===== src/rtl/rrc_pkg.sv =====
package rrc_pkg;

  localparam int FIELD_W = 25;
  localparam int CHAR_W  = 8;
  localparam int SIZE_W  = 9;
  localparam int CIDX_W  = 2;

  localparam logic [CHAR_W-1:0] TYPE_FILLED  = 8'h52;
  localparam logic [CHAR_W-1:0] TYPE_OUTLINE = 8'h72;

  localparam logic [SIZE_W-1:0] WIDTH_RESET  = 9'd1;
  localparam logic [SIZE_W-1:0] HEIGHT_RESET = 9'd1;
  localparam logic [CHAR_W-1:0] BG_RESET     = 8'd32;

  typedef enum logic [1:0] {
    ACT_CLEAR = 2'd0,
    ACT_DRAW  = 2'd1,
    ACT_READ  = 2'd2,
    ACT_NONE  = 2'd3
  } action_t;

  typedef enum logic [CIDX_W-1:0] {
    REG_WIDTH  = 2'd0,
    REG_HEIGHT = 2'd1,
    REG_BG     = 2'd2
  } reg_idx_t;

  typedef enum logic [1:0] {
    ST_IDLE,
    ST_SWEEP,
    ST_READ
  } state_t;

  typedef enum logic [1:0] {
    SW_CLEAR,
    SW_FILL,
    SW_OUTLINE
  } sweep_mode_t;

  typedef struct packed {
    logic        start;
    sweep_mode_t mode;
  } sweep_ctl_t;

  typedef struct packed {
    logic busy;
    logic done;
  } sweep_sts_t;

endpackage


===== src/rtl/rrc_sweep.sv =====
module rrc_sweep #(
  parameter int MAX_COLS  = 256,
  parameter int MAX_ROWS  = 256,
  parameter int FRAC_BITS = 8
) (
  input  logic                                   clk,
  input  logic                                   rst,
  input  rrc_pkg::sweep_ctl_t                    ctl,
  output rrc_pkg::sweep_sts_t                    sts,
  input  logic signed [rrc_pkg::FIELD_W-1:0]     rect_left,
  input  logic signed [rrc_pkg::FIELD_W-1:0]     rect_top,
  input  logic signed [rrc_pkg::FIELD_W-1:0]     rect_width,
  input  logic signed [rrc_pkg::FIELD_W-1:0]     rect_height,
  input  logic [rrc_pkg::CHAR_W-1:0]             chr,
  input  logic [$clog2(MAX_COLS+1)-1:0]          cols,
  input  logic [$clog2(MAX_ROWS+1)-1:0]          rows,
  output logic                                   wr_en,
  output logic [(MAX_ROWS > 1 ? $clog2(MAX_ROWS) : 1)
               + (MAX_COLS > 1 ? $clog2(MAX_COLS) : 1)-1:0] wr_addr,
  output logic [rrc_pkg::CHAR_W-1:0]             wr_data
);
  import rrc_pkg::*;

  localparam int CNW = $clog2(MAX_COLS + 1);
  localparam int RNW = $clog2(MAX_ROWS + 1);
  localparam int CW  = MAX_COLS > 1 ? $clog2(MAX_COLS) : 1;
  localparam int RW  = MAX_ROWS > 1 ? $clog2(MAX_ROWS) : 1;
  localparam int PW  = (CNW > RNW ? CNW : RNW) + FRAC_BITS;
  localparam int GW  = (PW > FIELD_W ? PW : FIELD_W) + 3;
  localparam logic signed [GW-1:0] ONE = GW'(1) << FRAC_BITS;

  sweep_mode_t             mode;
  logic [CHAR_W-1:0]       chr_q;
  logic signed [GW-1:0]    xl, xl1, xr1, xr;
  logic signed [GW-1:0]    yt, yt1, yb1, yb;
  logic                    active;
  logic                    done;
  logic [CNW-1:0]          col;
  logic [RNW-1:0]          row;

  logic signed [GW-1:0]    left_x, top_y, right_x, bottom_y;
  logic signed [GW-1:0]    px, py;
  logic                    last_col, last_row, in_rect, edge_hit;

  assign left_x   = GW'(rect_left);
  assign top_y    = GW'(rect_top);
  assign right_x  = left_x + GW'(rect_width);
  assign bottom_y = top_y + GW'(rect_height);

  assign last_col = (col + CNW'(1)) == cols;
  assign last_row = (row + RNW'(1)) == rows;

  always_ff @(posedge clk) begin
    if (rst) begin
      active <= 1'b0;
      done   <= 1'b0;
    end else begin
      done <= 1'b0;
      if (ctl.start) begin
        active <= (cols != '0) && (rows != '0);
        done   <= (cols == '0) || (rows == '0);
        col    <= '0;
        row    <= '0;
        mode   <= ctl.mode;
        chr_q  <= chr;
        xl     <= left_x;
        xl1    <= left_x + ONE;
        xr     <= right_x;
        xr1    <= right_x - ONE;
        yt     <= top_y;
        yt1    <= top_y + ONE;
        yb     <= bottom_y;
        yb1    <= bottom_y - ONE;
      end else if (active) begin
        if (last_col) begin
          col <= '0;
          if (last_row) begin
            active <= 1'b0;
            done   <= 1'b1;
          end else begin
            row <= row + RNW'(1);
          end
        end else begin
          col <= col + CNW'(1);
        end
      end
    end
  end

  assign px = $signed(GW'(col) << FRAC_BITS);
  assign py = $signed(GW'(row) << FRAC_BITS);

  assign in_rect  = (px >= xl) && (px <= xr) && (py >= yt) && (py <= yb);
  assign edge_hit = (px < xl1) || (px > xr1) || (py < yt1) || (py > yb1);

  always_comb begin
    unique case (mode)
      SW_CLEAR:   wr_en = active;
      SW_FILL:    wr_en = active && in_rect;
      SW_OUTLINE: wr_en = active && in_rect && edge_hit;
      default:    wr_en = 1'b0;
    endcase
  end

  assign wr_addr  = {row[RW-1:0], col[CW-1:0]};
  assign wr_data  = chr_q;
  assign sts.busy = active;
  assign sts.done = done;

endmodule

===== config.mk =====
export PLATFORM = sky130hd
export DESIGN_NAME = rrc_sweep
export DESIGN_NICKNAME = d
export VERILOG_FILES = /design/src/rtl/rrc_pkg.sv /design/src/rtl/rrc_sweep.sv
export SDC_FILE = /design/constraint.sdc
export NUM_CORES = 1
export LEC_CHECK = 0
export ABC_AREA = 0
export BUFFER_PORTS_ARGS = -buffer_cell sky130_fd_sc_hd__buf_2
export CORE_MARGIN = 3
export CORE_UTILIZATION = 46
export DETAILED_ROUTE_END_ITERATION = 6
export GPL_ROUTABILITY_DRIVEN = 0
export PLACE_DENSITY = 0.77
export SYNTH_ARGS = -nofsm -noshare
export SYNTH_HDL_FRONTEND = slang
export SYNTH_SLANG_ARGS = --single-unit

===== constraint.sdc =====
create_clock -name clk -period 11.8 [get_ports clk]
set_input_delay 2.95 -clock clk [delete_from_list [all_inputs] [get_ports clk]]
set_output_delay 2.95 -clock clk [all_outputs]
set_load 0.05 [all_outputs]

==> flow_metrics.py, run 1 <==
metrics = {
    "setup_path": {
        "worstSetupStartpointType": "flop",
        "crit_type": "reg2out",
        "crit_path_max_fanout": 8,
        "end_kind": "output port",
        "required_ps": 8850,
        "worstPathArrival_ps": 3590,
    },
    "cts": {
        "post_cts_resized": 0,
        "cts_tree": "built",
        "clock_latency_ps": 520,
        "postCtsSetupRepairBufs": 0,
        "cts_sinks": 206,
        "numCtsBuffers": 24,
        "cts-root-buf": "clkbuf_16",
        "clk_pin_slew_ps": 60,
        "cts_max_path_buffers": 3,
        "htree_levels": 1,
        "ctsHoldBuffers": 0,
    },
    "logic_synthesis": {
        "yosys.area.top_type": "edfxtp_1",
        "synth-seq-area-share": 0.476,
        "synthesis.nets": 1444,
        "netlist_area_um2": 13000,
        "ys_types": 76,
        "synthXorXnorAreaFrac": 0.0865,
        "synth_top_family_by_area": "simple AND/OR/NAND/NOR gates",
        "synthFlopType": "edfxtp_1",
        "syn_area_per_cell_um2": 11.0,
        "synthTopCellsByCount": "edfxtp_1 (204), ha_1 (128), inv_1 (112)",
        "yosysMostFrequentCell": "edfxtp_1",
        "synthTopCellsByArea": "edfxtp_1 (47%), ha_1 (12%), xnor2_1 (5.1%), xor2_1 (3.5%), inv_1 (3.2%)",
        "synthSimpleGateAreaFrac": 0.133,
        "synth_edf_count": 204,
        "async_reset_ff_frac": 0,
        "yosys_warnings": 0,
        "synth_compound_area_frac": 0.129,
        "yosysTopAreaCellShare": 0.473,
        "yosys-mux-area-fraction": 0.000772,
        "synthAdderAreaFrac": 0.127,
        "ys_seq_elements": 206,
        "syn_inst": 1183,
    },
    "floorplanning": {
        "initial_core_util": 0.474,
        "core.rowCount": 60,
        "coreArea_um2": 27300,
        "fp.dieH_um": 174,
        "die_area_um2": 30200,
        "die_w_um": 174,
        "boundaryPins": 158,
    },
    "global_routing": {
        "grt_overflow": 0,
        "grt_antenna_before_repair": 0,
        "grt_pass1_wl_mm": 48.4,
        "grt_pass1_vias": 9735,
        "grt_max_degree": 188,
        "track_usage": 0.194,
    },
    "routing": {
        "drc": 0,
        "drtIter0Drc": 667,
        "top_layer": "met4",
        "route.met2.wl_mm": 14.9,
        "routed_wl_mm": 30.1,
        "vias_per_cell": 5.63,
        "met3_length_mm": 1.74,
        "avgRoutedWirePerCell_um": 17.5,
        "postRouteAntennaNets": 0,
        "drt_first_pass_iters": 5,
        "wirelength_met1_mm": 12.7,
        "vias": 9676,
    },
    "worst_hold_path": {
        "worstHoldPathType": "reg2reg",
    },
    "sta": {
        "fin_crit_sh": 0.555,
        "period_needed_ps": 6540,
        "fmax_mhz": 153,
        "setup_viol": 0,
        "max_slew_margin": 0.294,
        "rsz0062_at_grt": "no",
        "drv_slew": 0,
        "hold_viol": 0,
        "setup_ws_ps": 5260,
        "worst_pin_slew_ps": 1060,
        "whs_ps": 676,
        "skew_ps": 15.0,
        "setup_tns_ps": 0,
    },
    "placement": {
        "hpwl_mm": 22.9,
        "io_buffers": 157,
        "dp_slack_ps": 5250,
    },
    "pwr": {
        "powerDensity_nw_per_um2": 139,
        "irDropWorstVdd_mv": 0.108,
        "total_power_mw": 2.05,
        "leakagePower_nw": 6.14,
    },
    "finish": {
        "drive_above_1_share": 0.165,
        "nNetsFinal": 1594,
        "area_growth_pct": 14.1,
        "diodes": 0,
    },
    "outcome": {
        "outcome": "completed",
    },
    "job": {
        "cap_viol_max_count": 0,
    },
}
## metal layers
layer | global-route usage | up-vias
met1 | 0.249 | 4641
met3 | 0.0256 | 43
met4 | 0.0560 | 0
met5 | 0 | -
li1 | - | 4677
met2 | 0.345 | 315
## cells by family after synthesis
kind of cell | after synthesis
xor+xnor | 128
fa+ha+maj | 130
flops | 206
buf+inv | 147
simple gates | 328
mux | 1
compound gates | 243
## placed cells by master, fill, tap and decap left out, types with 7 or more instances in the layout
cell and instances:
a31oi_1 8, o21a_1 7, ha_1 128, nand4_1 26, edfxtp_1 204, o21ai_0 35, and3_1 13, buf_2 157
a211oi_1 11, a21oi_1 62, nand2_1 46, o21bai_1 7, a21o_1 43, nor2b_1 10, nand3_1 39, clkbuf_16 25
inv_1 112, xnor2_1 76, nor4_1 30, nor2_1 82, nor3_1 26, nand2b_1 10, or4_1 9, o211ai_1 8
xor2_1 52
## state kept, by name (all words and copies together) (netlist names)
register	flops
xr	18
yb	18
wr_data	8
col	9
row	9
xl	25
yt	25
yt1	18
mode	2
active	1
xl1	18
yb1	27
done	1
xr1	27
## cell type report
type | instances | area [µm²]
fillers | 2396 | 12500
multi-input cells | 830 | 6170
flip-flops and latches | 206 | 6170
repair buffers | 159 | 813
clock buffers | 31 | 648
well taps | 372 | 465
inverters | 112 | 420
clock inverters | 9 | 95.1
## worst max-delay path, cell delays in order, from the launching register on
cell,delay [ps]
edfxtp_1,540
ha_1,370
a21o_1,180
a21o_1,170
a211oi_1,340
o22ai_1,130
a31oi_1,260
o221ai_1,190
a311oi_1,340
a32o_1,270
buf_2,280
## metrics by stage
step	std cells	instance area, µm²	util
4_1_cts	1719	14800	0.541
2_1_floorplan	1183	13000	-
5_1_grt	1719	14800	0.541
3_5_place_dp	1679	14000	0.514
6_report	1719	14800	0.541
3_3_place_gp	1679	14000	0.514
## power breakdown
part           switching [mW]  internal [mW]
logic                   0.255          0.162
clock network           0.284          0.427
registers              0.0274          0.893
## worst paths after layout
path	from	end	slack, ps	cells past startpoint
max	row[3]	wr_en	5260	10
min	active	done	680	2
max reg2reg	col[0]	row[1]	8630	9
min reg2reg	active	done	680	2
Power figures use the tool's default switching activity.
==> run 2: changes to the inputs <==
Settings changed: PLACE_DENSITY 0.77 to 0.75.
Clock period 11.8 ns to 6.3 ns, I/O delays scaled along.
==> flow_metrics.py, run 2 (synthesis results as in run 1) <==
metrics = {
    "routing": {
        "drtIter0Drc": 683,
        "drt_first_pass_iters": 5,
        "avgRoutedWirePerCell_um": 17.2,
        "vias": 9609,
        "postRouteAntennaNets": 0,
        "drc": 0,
        "routed_wl_mm": 29.5,
        "vias_per_cell": 5.59,
    },
    "floorplanning": {
        "fp.dieH_um": 174,
        "initial_core_util": 0.474,
        "coreArea_um2": 27300,
        "die_area_um2": 30200,
        "core.rowCount": 60,
        "boundaryPins": 158,
        "die_w_um": 174,
    },
    "outcome": {
        "outcome": "completed",
    },
    "sta": {
        "drv_slew": 0,
        "setup_viol": 0,
        "fin_crit_sh": 0.825,
        "worst_pin_slew_ps": 1060,
        "hold_viol": 0,
        "skew_ps": 8.55,
        "fmax_mhz": 192,
        "setup_ws_ps": 1100,
        "period_needed_ps": 5200,
        "setup_tns_ps": 0,
        "max_slew_margin": 0.294,
        "rsz0062_at_grt": "no",
    },
    "global_routing": {
        "grt_pass1_vias": 9593,
        "grt_antenna_before_repair": 0,
        "grt_overflow": 0,
        "grt_max_degree": 188,
        "track_usage": 0.192,
        "grt_pass1_wl_mm": 47.9,
    },
    "finish": {
        "nNetsFinal": 1594,
        "drive_above_1_share": 0.166,
        "multiInputGateArea_um2": 6170,
        "diodes": 0,
        "largest_registers": "xr1: 27 flops, yb1: 27 flops",
        "n_fill_cell": 2393,
        "area_growth_pct": 14.1,
        "seq_area_um2": 6170,
        "final_common_cell": "edfxtp_1",
        "final_area_um2": 14800,
        "final_cell_mix": "edfxtp_1 (204), buf_2 (157), ha_1 (128)",
    },
    "cts": {
        "cts_tree": "built",
        "post_cts_resized": 0,
        "numCtsBuffers": 24,
        "postCtsSetupRepairBufs": 0,
        "clock_latency_ps": 510,
        "cts_max_path_buffers": 3,
        "cts_sinks": 206,
        "htree_levels": 1,
        "cts-root-buf": "clkbuf_16",
        "clk_pin_slew_ps": 60,
        "ctsHoldBuffers": 0,
    },
    "placement": {
        "dp_slack_ps": 1150,
        "io_buffers": 157,
        "place_area_um2": 14000,
        "hpwl_mm": 22.6,
    },
    "pwr": {
        "total_power_mw": 3.83,
        "leakagePower_nw": 6.15,
        "powerDensity_nw_per_um2": 259,
        "irDropWorstVdd_mv": 0.177,
    },
    "setup_path": {
        "worstPathArrival_ps": 3620,
        "rr_startpoint": "col[0]",
        "r2r_cells": 10,
        "r2r_slack_ps": 3160,
        "worstSetupStartpointType": "flop",
        "r2r-end": "row[7]",
        "critPathMostFrequentCell": "a21o_1",
        "crit_type": "reg2out",
        "required_ps": 4720,
        "worstPathCellList": "ha_1, a21o_1, a21o_1, a211oi_1, o22ai_1, a31oi_1, o221ai_1, a311oi_1, a32o_1, buf_2",
        "worst_path_max_delay_cell": "edfxtp_1",
        "crit_start": "row[3]",
        "end_kind": "output port",
        "critical-path-max-stage-delay_ps": 550,
        "crit_path_max_fanout": 8,
    },
    "job": {
        "cap_viol_max_count": 0,
    },
    "worst_hold_path": {
        "hold_path_depth": 2,
        "whs_endpoint": "done",
        "worstHoldPathType": "reg2reg",
        "hold_path_startpoint": "active",
    },
}
run 2: power breakdown:
group | switching (mW) | total [mW] | internal [mW]
combinational | 0.472 | 0.775 | 0.303
sequential | 0.0508 | 1.72 | 1.67
clock | 0.534 | 1.33 | 0.798
total | 1.06 | 3.83 | 2.77
run 2: worst max path at each step:
stage / endpoint / slack, ps / cells past startpoint
2_1_floorplan: row[0] / 510 / 4
3_3_place_gp: yb1[23] / 1180 / 13
3_5_place_dp: yb1[23] / 1150 / 13
4_1_cts: wr_en / 980 / 9
5_1_grt: wr_en / 890 / 9
6_report: wr_en / 1100 / 10
run 2: through the flow:
stage,hold WS (ps),utilization,std cells
detailed placement,664,0.514,1679
global route,695,0.541,1720
CTS,673,0.541,1720
global placement,645,0.514,1679
floorplan,550,-,1183
finish,664,0.541,1720
run 2: final cells by class:
class | count | area share
Sequential cell | 206 | 0.417
Tap cell | 372 | 0.0315
Clock buffer | 28 | 0.0431
Multi-Input combinational cell | 830 | 0.417
Inverter | 112 | 0.0284
Timing Repair Buffer | 159 | 0.0550
Clock inverter | 13 | 0.00770
run 2: worst max-delay path, delay by kind of cell, from the launching register on:
kind / cells / cell delay (ps)
fa+ha+maj: 1 / 380
flops: 1 / 550
compound gates: 8 / 1910
buf+inv: 1 / 270
run 2: routing by layer:
layer  vias to the layer above  global-route usage  routed length [µm]
li1                       4691                   -                   -
met1                      4581               0.254               12900
met2                       278               0.328               14100
met3                        59              0.0263                1610
met4                         0              0.0623                 883
met5                         -                   0                   0
